File: config.mk
export PLATFORM = sky130hd
export DESIGN_NAME = model_record_stream_parser
export DESIGN_NICKNAME = d
export VERILOG_FILES = /design/src/hw/rtl/mrsp_pkg.sv /design/src/hw/rtl/mrsp_out_queue.sv /design/src/hw/rtl/model_record_stream_parser.sv
export SDC_FILE = /design/constraint.sdc
export NUM_CORES = 1
export LEC_CHECK = 0
export ABC_AREA = 0
export BUFFER_PORTS_ARGS = -buffer_cell sky130_fd_sc_hd__buf_2
export CAP_MARGIN = 20
export CORE_MARGIN = 3
export CORE_UTILIZATION = 60
export DETAILED_ROUTE_END_ITERATION = 8
export HOLD_SLACK_MARGIN = 0.08
export PLACE_DENSITY_LB_ADDON = 0.08
export SLEW_MARGIN = 20
export SYNTH_ARGS = -nofsm -noshare
export SYNTH_HDL_FRONTEND = slang
export SYNTH_HIERARCHICAL = 1
export SYNTH_SLANG_ARGS = --single-unit
File: constraint.sdc
create_clock -name clk -period 18.94 [get_ports clk]
set_input_delay 0.947 -clock clk [delete_from_list [all_inputs] [get_ports clk]]
set_output_delay 0.947 -clock clk [all_outputs]
set_load 0.01 [all_outputs]
File: src/hw/rtl/mrsp_pkg.sv
// Package for the model record stream parser: section codes, record kinds,
// status codes and packed record type. No dependencies.
package mrsp_pkg;

  localparam logic [4:0] SEC_FLAGS   = 5'd0;
  localparam logic [4:0] SEC_BOX     = 5'd1;
  localparam logic [4:0] SEC_SCRSZ   = 5'd2;
  localparam logic [4:0] SEC_SCRSKIP = 5'd3;
  localparam logic [4:0] SEC_VCOUNT  = 5'd4;
  localparam logic [4:0] SEC_VERT    = 5'd5;
  localparam logic [4:0] SEC_GCOUNT  = 5'd6;
  localparam logic [4:0] SEC_GORDER  = 5'd7;
  localparam logic [4:0] SEC_GENTRY  = 5'd8;
  localparam logic [4:0] SEC_PCOUNT  = 5'd9;
  localparam logic [4:0] SEC_PTYPE   = 5'd10;
  localparam logic [4:0] SEC_PHDR    = 5'd11;
  localparam logic [4:0] SEC_PSIZE   = 5'd12;
  localparam logic [4:0] SEC_PREF    = 5'd13;
  localparam logic [4:0] SEC_PU      = 5'd14;
  localparam logic [4:0] SEC_PV      = 5'd15;
  localparam logic [4:0] SEC_DONE    = 5'd16;

  localparam logic [3:0] REC_FLAGS   = 4'd0;
  localparam logic [3:0] REC_VCOUNT  = 4'd1;
  localparam logic [3:0] REC_VCOORD  = 4'd2;
  localparam logic [3:0] REC_GCOUNT  = 4'd3;
  localparam logic [3:0] REC_GORDER  = 4'd4;
  localparam logic [3:0] REC_GFIELD  = 4'd5;
  localparam logic [3:0] REC_PCOUNT  = 4'd6;
  localparam logic [3:0] REC_PHDR    = 4'd7;
  localparam logic [3:0] REC_PREF    = 4'd8;
  localparam logic [3:0] REC_U       = 4'd9;
  localparam logic [3:0] REC_V       = 4'd10;
  localparam logic [3:0] REC_END     = 4'd11;

  localparam logic [2:0] ST_OK       = 3'd0;
  localparam logic [2:0] ST_SHORT    = 3'd1;
  localparam logic [2:0] ST_HEADER   = 3'd2;
  localparam logic [2:0] ST_VERTS    = 3'd3;
  localparam logic [2:0] ST_GROUPS   = 3'd4;
  localparam logic [2:0] ST_PRIM     = 3'd5;
  localparam logic [2:0] ST_UNKNOWN  = 3'd6;

  localparam logic [15:0] FLAG_ANIM = 16'h0002;
  localparam logic [15:0] FLAG_OPT  = 16'h0008;
  localparam int MIN_BYTES = 16;
  localparam int BOX_BYTES = 12;

  typedef struct packed {
    logic [3:0]  kind;
    logic [15:0] entity;
    logic [7:0]  comp;
    logic [16:0] value;
    logic [2:0]  status;
    logic        eop;
  } rec_t;

  // record word packed from field 0 in the low bits, padded to 56 bits
  function automatic logic [55:0] pack_rec(rec_t r);
    return {7'd0, r.eop, r.status, r.value, r.comp, r.entity, r.kind};
  endfunction

endpackage

File: src/hw/rtl/mrsp_out_queue.sv
// Four-entry result queue between the parse step and the output stream.
// Depends on mrsp_pkg.
module mrsp_out_queue
  import mrsp_pkg::*;
(
  input  logic        clk,
  input  logic        rst,
  input  logic        push0,
  input  logic        push1,
  input  rec_t        rec0,
  input  rec_t        rec1,
  output logic        space2,
  output logic        tvalid,
  input  logic        tready,
  output logic [55:0] tdata
);
  rec_t       q [4];
  logic [1:0] rd_ptr, wr_ptr;
  logic [2:0] count;
  logic       pop;
  logic [2:0] n_push;

  assign pop    = tvalid && tready;
  assign tvalid = count != 3'd0;
  assign tdata  = pack_rec(q[rd_ptr]);
  assign n_push = {2'd0, push0} + {2'd0, push1};
  // two free entries remain after this cycle's pushes, ignoring any pop
  assign space2 = (count + n_push) <= 3'd2;

  always_ff @(posedge clk) begin
    if (rst) begin
      rd_ptr <= '0;
      wr_ptr <= '0;
      count  <= '0;
    end else begin
      if (push0 && push1) begin
        q[wr_ptr]        <= rec0;
        q[wr_ptr + 2'd1] <= rec1;
      end else if (push0) begin
        q[wr_ptr] <= rec0;
      end else if (push1) begin
        q[wr_ptr] <= rec1;
      end
      wr_ptr <= wr_ptr + n_push[1:0];
      if (pop) rd_ptr <= rd_ptr + 2'd1;
      count <= count + n_push - {2'd0, pop};
    end
  end
endmodule

File: src/hw/rtl/model_record_stream_parser.sv
// Top level of the model record stream parser: byte input register,
// one-step field decoder and result queue. Depends on mrsp_pkg, mrsp_out_queue.
//
//  channel | dir | handshake              | payload
//  s_axis  | in  | s_axis_tvalid/tready   | tdata[7:0] data_byte, tlast last_byte
//  m_axis  | out | m_axis_tvalid/tready   | tdata 56b record, tlast end_of_parse
//
// One byte per clock: each accepted byte is decoded in the cycle after
// acceptance and its zero, one or two records enter a four-entry queue.
// The input side stalls when the queue, counting the records of the byte
// in decode, has fewer than two free entries.
// Synchronous reset returns the parser to the flags word of a new file.
module model_record_stream_parser
  import mrsp_pkg::*;
(
  input  logic        clk,
  input  logic        rst,
  input  logic        s_axis_tvalid,
  output logic        s_axis_tready,
  input  logic [7:0]  s_axis_tdata,   // [7:0] data_byte
  input  logic        s_axis_tlast,   // last_byte
  output logic        m_axis_tvalid,
  input  logic        m_axis_tready,
  output logic [55:0] m_axis_tdata,   // [3:0] record_kind, [19:4] entity_index,
                                      // [27:20] component, [44:28] field_value,
                                      // [47:45] status, [48] end_of_parse
  output logic        m_axis_tlast    // end_of_parse
);
  logic        in_v;
  logic [7:0]  in_b;
  logic        in_last;
  logic        space2;

  logic [4:0]  section, section_next;
  logic [7:0]  held_low_byte, held_low_byte_next;
  logic        byte_phase, byte_phase_next;
  logic [15:0] file_flags, file_flags_next;
  logic [4:0]  bytes_seen, bytes_seen_next;
  logic [15:0] skip_remaining, skip_remaining_next;
  logic [15:0] items_remaining, items_remaining_next;
  logic [15:0] group_total, group_total_next;
  logic [15:0] item_number, item_number_next;
  logic [3:0]  field_number, field_number_next;
  logic [3:0]  prim_kind, prim_kind_next;
  logic [7:0]  prim_vertices, prim_vertices_next;
  logic [7:0]  vertex_slot, vertex_slot_next;
  logic        parse_ended, parse_ended_next;

  logic        push0, push1;
  rec_t        rec0, rec1;

  // space2 already counts the records of the byte in decode
  assign s_axis_tready = space2;

  always_ff @(posedge clk) begin
    if (rst) begin
      in_v <= 1'b0;
    end else begin
      in_v <= s_axis_tvalid && s_axis_tready;
    end
    if (s_axis_tvalid && s_axis_tready) begin
      in_b    <= s_axis_tdata;
      in_last <= s_axis_tlast;
    end
  end

  // word helpers
  logic [15:0] w;
  logic [16:0] sw;
  logic        word_sec;
  logic        opt;
  logic        take;
  logic [15:0] neg_mag, div6_mag, ord_div;
  logic [16:0] gdiv6;
  logic [15:0] ref_div6;
  logic [7:0]  slot_inc;
  logic [2:0]  end_st;
  logic [15:0] items_dec;

  function automatic logic [15:0] div6(logic [15:0] v);
    logic [32:0] p;
    begin
      // floor(v * 43691 / 2^18) equals v / 6 for all 16-bit v
      p = {17'd0, v} * 33'd43691;
      return p[33-1 -: 15] == 15'd0 ? 16'd0 : {2'd0, p[31:18]};
    end
  endfunction

  function automatic logic [15:0] div24(logic [15:0] v);
    logic [31:0] p;
    begin
      // v / 24 = (v >> 3) / 3 ; floor(x * 43691 / 2^17) is x/3 for x < 2^13
      p = {19'd0, v[15:3]} * 32'd43691;
      return {4'd0, p[28:17]};
    end
  endfunction

  assign w   = {in_b, held_low_byte};
  assign sw  = {w[15], w};
  assign opt = (file_flags & FLAG_OPT) != 16'd0;
  assign take = in_v && !parse_ended;
  assign neg_mag  = w[15] ? (~w + 16'd1) : w;
  assign div6_mag = div6(neg_mag);
  assign gdiv6    = w[15] ? (~{1'b0, div6_mag} + 17'd1) : {1'b0, div6_mag};
  assign ref_div6 = div6(w);
  assign ord_div  = opt ? div24(w) : {4'd0, w[15:4]};
  assign slot_inc = vertex_slot + 8'd1;
  assign items_dec = items_remaining - 16'd1;

  always_comb begin
    case (section)
      SEC_FLAGS, SEC_SCRSZ, SEC_VCOUNT, SEC_VERT, SEC_GCOUNT, SEC_GORDER,
      SEC_PCOUNT, SEC_PSIZE, SEC_PREF: word_sec = 1'b1;
      SEC_GENTRY: word_sec = field_number != 4'd3 && field_number != 4'd4;
      default: word_sec = 1'b0;
    endcase
  end

  always_comb begin
    rec0 = '0;
    rec1 = '0;
    push0 = 1'b0;
    push1 = 1'b0;
    section_next = section;
    held_low_byte_next = held_low_byte;
    byte_phase_next = byte_phase;
    file_flags_next = file_flags;
    bytes_seen_next = bytes_seen;
    skip_remaining_next = skip_remaining;
    items_remaining_next = items_remaining;
    group_total_next = group_total;
    item_number_next = item_number;
    field_number_next = field_number;
    prim_kind_next = prim_kind;
    prim_vertices_next = prim_vertices;
    vertex_slot_next = vertex_slot;
    parse_ended_next = parse_ended;
    end_st = ST_OK;

    if (in_v) begin
      if (bytes_seen < 5'(MIN_BYTES)) bytes_seen_next = bytes_seen + 5'd1;
    end

    if (take && section != SEC_DONE) begin
      if (word_sec && !byte_phase) begin
        held_low_byte_next = in_b;
        byte_phase_next = 1'b1;
      end else begin
        if (word_sec) byte_phase_next = 1'b0;
        push0 = 1'b1;
        case (section)
          SEC_FLAGS: begin
            file_flags_next = w;
            rec0.kind = REC_FLAGS;
            rec0.value = {1'b0, w};
            skip_remaining_next = 16'(BOX_BYTES);
            section_next = SEC_BOX;
          end
          SEC_BOX: begin
            push0 = 1'b0;
            skip_remaining_next = skip_remaining - 16'd1;
            if (skip_remaining == 16'd1) section_next = SEC_SCRSZ;
          end
          SEC_SCRSZ: begin
            push0 = 1'b0;
            skip_remaining_next = w;
            section_next = w == 16'd0 ? SEC_VCOUNT : SEC_SCRSKIP;
          end
          SEC_SCRSKIP: begin
            push0 = 1'b0;
            skip_remaining_next = skip_remaining - 16'd1;
            if (skip_remaining == 16'd1) section_next = SEC_VCOUNT;
          end
          SEC_VCOUNT: begin
            rec0.kind = REC_VCOUNT;
            rec0.value = {1'b0, w};
            items_remaining_next = w;
            item_number_next = '0;
            field_number_next = '0;
            if (w == 16'd0)
              section_next = (file_flags & FLAG_ANIM) != 16'd0 ? SEC_GCOUNT : SEC_PCOUNT;
            else section_next = SEC_VERT;
          end
          SEC_VERT: begin
            rec0.kind = REC_VCOORD;
            rec0.entity = item_number;
            rec0.comp = {4'd0, field_number};
            rec0.value = sw;
            if (field_number >= 4'd2) begin
              field_number_next = '0;
              item_number_next = item_number + 16'd1;
              items_remaining_next = items_dec;
              if (items_dec == 16'd0)
                section_next = (file_flags & FLAG_ANIM) != 16'd0 ? SEC_GCOUNT : SEC_PCOUNT;
            end else begin
              field_number_next = field_number + 4'd1;
            end
          end
          SEC_GCOUNT: begin
            rec0.kind = REC_GCOUNT;
            rec0.value = {1'b0, w};
            group_total_next = w;
            items_remaining_next = w;
            item_number_next = '0;
            section_next = w == 16'd0 ? SEC_PCOUNT : SEC_GORDER;
          end
          SEC_GORDER: begin
            rec0.kind = REC_GORDER;
            rec0.entity = item_number;
            rec0.value = {1'b0, ord_div};
            item_number_next = item_number + 16'd1;
            items_remaining_next = items_dec;
            if (items_dec == 16'd0) begin
              item_number_next = '0;
              items_remaining_next = group_total;
              field_number_next = '0;
              section_next = SEC_GENTRY;
            end
          end
          SEC_GENTRY: begin
            rec0.kind = REC_GFIELD;
            rec0.entity = item_number;
            rec0.comp = {4'd0, field_number};
            if (field_number == 4'd3 || field_number == 4'd4)
              rec0.value = {{9{in_b[7]}}, in_b};
            else if (field_number == 4'd0 || field_number == 4'd2)
              rec0.value = gdiv6;
            else if (field_number <= 4'd11)
              rec0.value = sw;
            else push0 = 1'b0;
            if (field_number >= (opt ? 4'd12 : 4'd8)) begin
              field_number_next = '0;
              item_number_next = item_number + 16'd1;
              items_remaining_next = items_dec;
              if (items_dec == 16'd0) section_next = SEC_PCOUNT;
            end else begin
              field_number_next = field_number + 4'd1;
            end
          end
          SEC_PCOUNT: begin
            rec0.kind = REC_PCOUNT;
            rec0.value = {1'b0, w};
            items_remaining_next = w;
            item_number_next = '0;
            section_next = w == 16'd0 ? SEC_DONE : SEC_PTYPE;
          end
          SEC_PTYPE: begin
            if (in_b > 8'd10) begin
              rec0.kind = REC_END;
              rec0.entity = item_number;
              rec0.status = ST_UNKNOWN;
              rec0.eop = 1'b1;
              parse_ended_next = 1'b1;
              section_next = SEC_DONE;
            end else begin
              prim_kind_next = in_b[3:0];
              rec0.kind = REC_PHDR;
              rec0.entity = item_number;
              rec0.value = {9'd0, in_b};
              prim_vertices_next = in_b == 8'd0 ? 8'd2 : 8'd1;
              field_number_next = 4'd1;
              section_next = SEC_PHDR;
            end
          end
          SEC_PHDR: begin
            rec0.kind = REC_PHDR;
            rec0.entity = item_number;
            rec0.comp = {4'd0, field_number};
            rec0.value = {9'd0, in_b};
            if ((prim_kind == 4'd1 || prim_kind >= 4'd8) && field_number == 4'd1)
              prim_vertices_next = in_b;
            field_number_next = field_number + 4'd1;
            if (field_number >= 4'd3) begin
              if (prim_kind >= 4'd3 && prim_kind <= 4'd5) section_next = SEC_PSIZE;
              else begin
                vertex_slot_next = '0;
                if (prim_vertices_next == 8'd0) begin
                  item_number_next = item_number + 16'd1;
                  items_remaining_next = items_dec;
                  section_next = items_dec == 16'd0 ? SEC_DONE : SEC_PTYPE;
                end else section_next = SEC_PREF;
              end
            end
          end
          SEC_PSIZE: begin
            rec0.kind = REC_PHDR;
            rec0.entity = item_number;
            rec0.comp = 8'd4;
            rec0.value = {1'b0, w};
            vertex_slot_next = '0;
            if (prim_vertices == 8'd0) begin
              item_number_next = item_number + 16'd1;
              items_remaining_next = items_dec;
              section_next = items_dec == 16'd0 ? SEC_DONE : SEC_PTYPE;
            end else section_next = SEC_PREF;
          end
          SEC_PREF: begin
            rec0.kind = REC_PREF;
            rec0.entity = item_number;
            rec0.comp = vertex_slot;
            rec0.value = {1'b0, ref_div6};
            vertex_slot_next = slot_inc;
            if (slot_inc >= prim_vertices) begin
              if (prim_kind == 4'd9 || prim_kind == 4'd10) begin
                vertex_slot_next = '0;
                section_next = SEC_PU;
              end else begin
                item_number_next = item_number + 16'd1;
                items_remaining_next = items_dec;
                section_next = items_dec == 16'd0 ? SEC_DONE : SEC_PTYPE;
              end
            end
          end
          SEC_PU: begin
            rec0.kind = REC_U;
            rec0.entity = item_number;
            rec0.comp = vertex_slot;
            rec0.value = {9'd0, in_b};
            section_next = SEC_PV;
          end
          SEC_PV: begin
            rec0.kind = REC_V;
            rec0.entity = item_number;
            rec0.comp = vertex_slot;
            rec0.value = {9'd0, in_b};
            vertex_slot_next = slot_inc;
            if (slot_inc >= prim_vertices) begin
              item_number_next = item_number + 16'd1;
              items_remaining_next = items_dec;
              section_next = items_dec == 16'd0 ? SEC_DONE : SEC_PTYPE;
            end else section_next = SEC_PU;
          end
          default: begin
            push0 = 1'b0;
            section_next = SEC_DONE;
          end
        endcase
      end
    end

    // end status from the state after this byte
    if (bytes_seen_next < 5'(MIN_BYTES)) end_st = ST_SHORT;
    else if (section_next <= SEC_SCRSKIP) end_st = ST_HEADER;
    else if (section_next <= SEC_VERT) end_st = ST_VERTS;
    else if (section_next <= SEC_GENTRY) end_st = ST_GROUPS;
    else if (section_next == SEC_PCOUNT || section_next == SEC_DONE) end_st = ST_OK;
    else end_st = ST_PRIM;

    if (in_v && in_last) begin
      if (!parse_ended && !parse_ended_next) begin
        rec1.kind = REC_END;
        rec1.entity = item_number_next;
        rec1.status = end_st;
        rec1.eop = 1'b1;
        push1 = 1'b1;
      end
      section_next = SEC_FLAGS;
      held_low_byte_next = '0;
      byte_phase_next = 1'b0;
      file_flags_next = '0;
      bytes_seen_next = '0;
      skip_remaining_next = '0;
      items_remaining_next = '0;
      group_total_next = '0;
      item_number_next = '0;
      field_number_next = '0;
      prim_kind_next = '0;
      prim_vertices_next = '0;
      vertex_slot_next = '0;
      parse_ended_next = 1'b0;
    end
  end

  always_ff @(posedge clk) begin
    if (rst) begin
      section <= SEC_FLAGS;
      held_low_byte <= '0;
      byte_phase <= 1'b0;
      file_flags <= '0;
      bytes_seen <= '0;
      skip_remaining <= '0;
      items_remaining <= '0;
      group_total <= '0;
      item_number <= '0;
      field_number <= '0;
      prim_kind <= '0;
      prim_vertices <= '0;
      vertex_slot <= '0;
      parse_ended <= 1'b0;
    end else begin
      section <= section_next;
      held_low_byte <= held_low_byte_next;
      byte_phase <= byte_phase_next;
      file_flags <= file_flags_next;
      bytes_seen <= bytes_seen_next;
      skip_remaining <= skip_remaining_next;
      items_remaining <= items_remaining_next;
      group_total <= group_total_next;
      item_number <= item_number_next;
      field_number <= field_number_next;
      prim_kind <= prim_kind_next;
      prim_vertices <= prim_vertices_next;
      vertex_slot <= vertex_slot_next;
      parse_ended <= parse_ended_next;
    end
  end

  mrsp_out_queue u_queue (
    .clk    (clk),
    .rst    (rst),
    .push0  (push0),
    .push1  (push1),
    .rec0   (rec0),
    .rec1   (rec1),
    .space2 (space2),
    .tvalid (m_axis_tvalid),
    .tready (m_axis_tready),
    .tdata  (m_axis_tdata)
  );

  assign m_axis_tlast = m_axis_tdata[48];

endmodule

==> impl_metrics.yaml, run 1 <==
cts:
  clk_latency_ns: 0.55
  cts_buffers: 37
  cts_setup_buffers: 0
  cts_resized: 0
  cts_tree: "done"
  htreeDepth: 2
  clock_path_buffers: 3
  cts_hold_repair.buffers: 0
  cts_num_sinks: 325
  root_buffer: "clkbuf_16"
  clk_pin_slew_ns: 0.06
global_route:
  grt_usage_pct: 33.3
  grt_pass1_vias: 24900
  antenna_found_initial: 1
  grt_max_degree: 103
  grt.overflow.total: 0
  grt_pass1_wl_mm: 139
worst_hold_path:
  hold_end: "skip_remaining[10]"
  hold_path_depth: 2
  hold_start: "skip_remaining[10]"
  hold_path_class: "flop to flop"
drt:
  via_count: 23900
  routed_wl_mm: 87.8
  post_drt_wl_per_cell_um: 22.6
  drcViolationCount: 0
  ant_nets: 0
  drt_iter0_markers: 1937
  viasPerCell: 6.17
  dr.pass1.iters: 8
cells_and_area:
  multi_input_area_mm2: 0.0204
  area_growth_pct: 8.20
  drive_gt1_share_pct: 12.5
  diodes: 0
  fin_util_pct: 65.9
  final.fill_count: 4126
  regArea_mm2: 0.00857
  nets: 3758
worst_setup_path:
  r2r_cells: 29
  path_delay_family: "adder cells"
  cp.arrival_ns: 10.26
  reg2reg_to: "u_queue/q[3][4]"
  crit_top_cell: "inv_1"
  slowest_stage: "o41ai_1"
  critPathCaptureType: "flop"
  critPathLaunchType: "flop"
  cp_data_required_time_ns: 19.22
  max_stage_delay_ns: 0.77
  r2r_setup_slack_ns: 8.96
  cp_max_fo: 14
  crit_type: "flop to flop"
  path_buf_inv: 6
  r2r_start: "held_low_byte[4]"
synthesis:
  netlist.area_leader.share_pct: 20.1
  syn_area_per_cell_um2: 10.0
  synth_edf_count: 205
  ys_ff_latch: 325
  async_flop_share_pct: 0
  netlist_instances: 3061
  syn-cell-area_mm2: 0.0307
  synth-main-ff-cell: "edfxtp_1"
  synthDistinctLibCells: 93
  yosysSeqAreaShare_pct: 27.9
  ys_top_cells_by_area: "edfxtp_1 20%, ha_1 15%, fa_1 13%, dfxtp_1 7.8%, mux2_2 5.8%"
  yosysTopAreaCell: "edfxtp_1"
  synth_warnings: 6
sta:
  fin_tns_setup_ns: 0
  finalHoldViolations: 0
  min_period_ns: 9.98
  worst_pin_slew_ns: 1.21
  finalCritPeriodShare_pct: 52.7
  relSlewSlack_pct: 18.7
  finalMaxSlewViolations: 0
  setup_viol: 0
  fin_skew_ns: 0.0241
  setup_slack_ns: 8.96
  rsz0062_at_grt: "no"
  max_freq_mhz: 100
floorplan:
  die_h_um: 232
  die-area_mm2: 0.0539
  start_util_pct: 60.9
  core_area_mm2: 0.0504
  die_width_um: 232
  num_io_pins: 72
  rows: 82
placed_design:
  numPortBuffers: 64
  dpl_worst_slack_ns: 9.17
  gp_congestion: 0.969
  hpwl_mm: 64.4
outcome:
  outcome: "completed"
job:
  drv_cap: 0
flip-flops by register name, indices dropped and copies added, names as in the netlist, 2 cells and up, named ones only:
name / cells
item_number: 16
prim_kind: 4
u_queue/q: 196
field_number: 4
held_low_byte: 8
u_queue/rd_ptr: 2
group_total: 16
items_remaining: 16
bytes_seen: 5
u_queue/wr_ptr: 2
in_b: 8
prim_vertices: 8
u_queue/count: 3
skip_remaining: 16
section: 5
file_flags: 2
vertex_slot: 8
routing by layer:
layer	vias to the layer above	routed length, um	track usage (%)
met5	-	17	0
met4	2	3290	10.9
met3	221	6370	5.61
met2	942	39900	53.0
met1	11800	38300	46.6
li1	10900	-	-
cell usage in the layout (no fill, tap or decap), drive strengths merged, types with 8 or more instances in the layout:
master  count
a311oi      9
and4        8
nor2      252
o21a       18
nand4      12
a21o       25
o22ai      12
a21oi     168
o41ai       9
xnor2      69
buf       104
or2        10
mux4       49
ha        361
nand2     132
o31ai      12
a22oi      40
dfxtp     120
o211ai     21
mux2      200
nand3      50
nand2b     17
xor2       25
or3        15
a211oi     27
and2       34
nor3       49
inv       433
a31oi      22
a221oi     20
edfxtp    205
o21ai     108
fa        205
and3       28
clkbuf     55
conb      115
nor2b      20
nor3b      16
nor4       23
worst register-to-register path: cells and delay by family, from the launching register on:
family / cells / cell delay, ns
multiplexers: 1 / 0.32
buffers and inverters: 6 / 0.71
XOR/XNOR: 1 / 0.59
adder cells (fa/ha/maj): 8 / 3.45
AND/OR/NAND/NOR: 7 / 2.34
flip-flops: 1 / 0.58
AO/OA/AOI/OAI: 6 / 1.73
through the flow:
stage | instance area (um2) | std cells | hold WS, ns
floorplan | 31100 | 3174 | 0.448
global placement | 32000 | 3812 | 0.461
detailed placement | 32000 | 3812 | 0.476
CTS | 33200 | 3879 | 0.486
global route | 33200 | 3879 | 0.515
finish | 33200 | 3879 | 0.483
final cells by class:
class                   instances  share of cell area, %
clock buffers                  55                   3.02
clock inverters                12                  0.448
inverters                     431                   4.87
multi-input cells            2280                   61.4
flip-flops and latches        325                   25.8
well taps                     672                   2.53
repair buffers                104                   1.88
Yosys cell counts (50+ instances only):
cell / number
a21oi_1: 167
clkbuf_1: 90
dfxtp_1: 120
edfxtp_1: 205
fa_1: 205
ha_1: 361
inv_1: 428
mux2_2: 159
nand2_1: 132
nand3_1: 50
nor2_1: 252
o21ai_0: 103
xnor2_1: 69
how the worst max path moves through the flow:
stage | startpoint | endpoint | slack [ns] | cells after the start
floorplan | in_b[0] | u_queue/q[1][20] | 10.42 | 29
global placement | held_low_byte[4] | u_queue/q[1][20] | 9.52 | 28
detailed placement | held_low_byte[4] | u_queue/q[1][11] | 9.17 | 32
CTS | held_low_byte[4] | u_queue/q[1][11] | 9.14 | 32
global route | held_low_byte[4] | u_queue/q[3][4] | 8.28 | 29
finish | held_low_byte[4] | u_queue/q[3][4] | 8.96 | 29
cells by family after synthesis:
| kind of cell | count (synthesis) | share of synthesized area [%] |
|---|---|---|
| buffers and inverters | 569 | 7.35 |
| muxes | 254 | 11.1 |
| xor gates and xnor gates | 94 | 2.68 |
| other | 2 | 0.0245 |
| and+or+nand+nor | 685 | 10.7 |
| adders and majority gates | 566 | 28.1 |
| AOI/OAI and AO/OA | 566 | 12.1 |
| DFF | 325 | 27.9 |
Power of run 1 is left out: the tool's default activity adds up to more than one toggle a clock period on the data nets, which glitch-free logic cannot reach.
==> run 2: changes to the inputs <==
--- a/config.mk
+++ b/config.mk
@@ -9,7 +9,7 @@
 export BUFFER_PORTS_ARGS = -buffer_cell sky130_fd_sc_hd__buf_2
 export CAP_MARGIN = 20
 export CORE_MARGIN = 3
-export CORE_UTILIZATION = 60
+export CORE_UTILIZATION = 59
 export DETAILED_ROUTE_END_ITERATION = 8
 export HOLD_SLACK_MARGIN = 0.08
 export PLACE_DENSITY_LB_ADDON = 0.08
==> constraint.sdc (replaced) <==
create_clock -name clk -period 8 [get_ports clk]
set_input_delay 0.4 -clock clk [delete_from_list [all_inputs] [get_ports clk]]
set_output_delay 0.4 -clock clk [all_outputs]
set_load 0.01 [all_outputs]
==> impl_metrics.yaml, run 2 (synthesis gave the netlist of run 1 again) <==
drt:
  ant_nets: 0
  post_drt_wl_per_cell_um: 22.5
  dr.pass1.iters: 6
  drcViolationCount: 0
  viasPerCell: 6.11
  routed_wl_mm: 91.6
  via_count: 24900
  drt_iter0_markers: 2110
sta:
  fin_skew_ns: 0.0194
  finalHoldViolations: 0
  max_freq_mhz: 127
  setup_viol: 0
  finalCritPeriodShare_pct: 98.6
  finalMaxSlewViolations: 0
  worst_pin_slew_ns: 1.14
  relSlewSlack_pct: 22.8
  min_period_ns: 7.89
cells_and_area:
  regMostFlops: "u_queue/q"
  diodes: 0
  fin_util_pct: 70.4
  layout_commonest_cell: "inv_1"
  largest_register_ffs: 196
  drive_gt1_share_pct: 21.0
  layout_common_cells: "416 x inv_1, 342 x ha_1, 247 x nor2_1"
  area_growth_pct: 16.5
  nets: 3950
floorplan:
  num_io_pins: 72
  core_area_mm2: 0.0508
  die_width_um: 234
  start_util_pct: 60.4
  rows: 82
  die-area_mm2: 0.0548
  die_h_um: 234
worst_hold_path:
  hold_start: "s_axis_tdata[7]"
  hold_path_depth: 1
  hold_path_class: "input port to flop"
placed_design:
  gp_congestion: 0.995
  numPortBuffers: 64
  hpwl_mm: 68.1
cts:
  cts_tree: "done"
  cts_num_sinks: 325
  clock_path_buffers: 3
  htreeDepth: 2
  cts_buffers: 38
  root_buffer: "clkbuf_16"
  clk_latency_ns: 0.55
  clk_pin_slew_ns: 0.07
worst_setup_path:
  cp_max_fo: 6
  slowest_stage: "fa_1"
  critPathLaunchType: "flop"
  cp_data_required_time_ns: 8.29
  startpoint: "held_low_byte[4]"
  r2r_start: "held_low_byte[4]"
  cp.arrival_ns: 8.18
  crit_type: "flop to flop"
  max_stage_delay_ns: 0.54
  r2r_cells: 32
  critPathCaptureType: "flop"
global_route:
  grt_usage_pct: 33.5
  grt_max_degree: 111
  grt_pass1_wl_mm: 142
  grt.overflow.total: 0
  grt_pass1_vias: 25500
  antenna_found_initial: 2
outcome:
  outcome: "completed"
job:
  drv_cap: 0
==> run 2: cell count changes in the layout (fill, tap and decap cells not counted), sizes merged <==
cell         change
buf            +183
clkbuf           -7
clkinv           +9
clkinvlp         +1
dlygate4sd3      +8
inv              -2
==> run 2: cell type report <==
class / instances / area (um2)
Clock buffer: 48 / 1030
Sequential cell: 325 / 8570
Fill cell: 3842 / 15000
Inverter: 431 / 1620
Clock inverter: 20 / 178
Tap cell: 672 / 841
Multi-Input combinational cell: 2280 / 21300
Timing Repair Buffer: 295 / 2170
==> run 2: final timing paths <==
kind                                         end  slack (ns)
worst max register to register  u_queue/q[0][19]        0.11
worst min register to register   group_total[13]        0.49
worst min-delay path                     in_b[7]        0.11
worst max-delay path            u_queue/q[0][19]        0.11
==> run 2: timing repair <==
item | CTS | global route
gates cloned | 0 | 0
pin swaps | 8 | 73
setup buffers | 12 | 15
setup endpoints to repair | 45 | 68
hold buffers | 8 | 0
resized for setup | 13 | 153
hold endpoints to repair | 8 | 0
==> run 2: stage by stage <==
step	hold slack, ns	instances	instance area, um2	setup WS [ns]	TNS [ns]
after CTS	0.0866	4055	34800	-0.00616	-0.0104
after global routing	0.115	4071	35700	-0.106	-2.32
after floorplan	0.448	3174	31200	0.0125	0
final	0.107	4071	35700	0.110	0
after detailed placement	0.482	3967	33300	-0.160	-3.50
after global placement	0.463	3965	33300	0.00669	0
==> run 2: worst max-delay path: cells and delay by family, from the launching register on <==
| family | cells | cell delay [ns] |
|---|---|---|
| simple gates | 5 | 1.07 |
| mux | 1 | 0.29 |
| fa+ha+maj | 8 | 2.93 |
| flops | 1 | 0.36 |
| buf+inv | 7 | 0.58 |
| compound gates | 10 | 2.26 |
| xor+xnor | 1 | 0.15 |
==> run 2: per-layer routing <==
metal	part of all wire, %	GRT usage, %	vias to the layer above
met1	42	45.9	12300
met2	46	53.6	1027
met4	3.5	10.7	4
met3	8.6	6.78	234
li1	-	-	11300
met5	0.029	0	-
Power of run 2 is left out for the same reason.
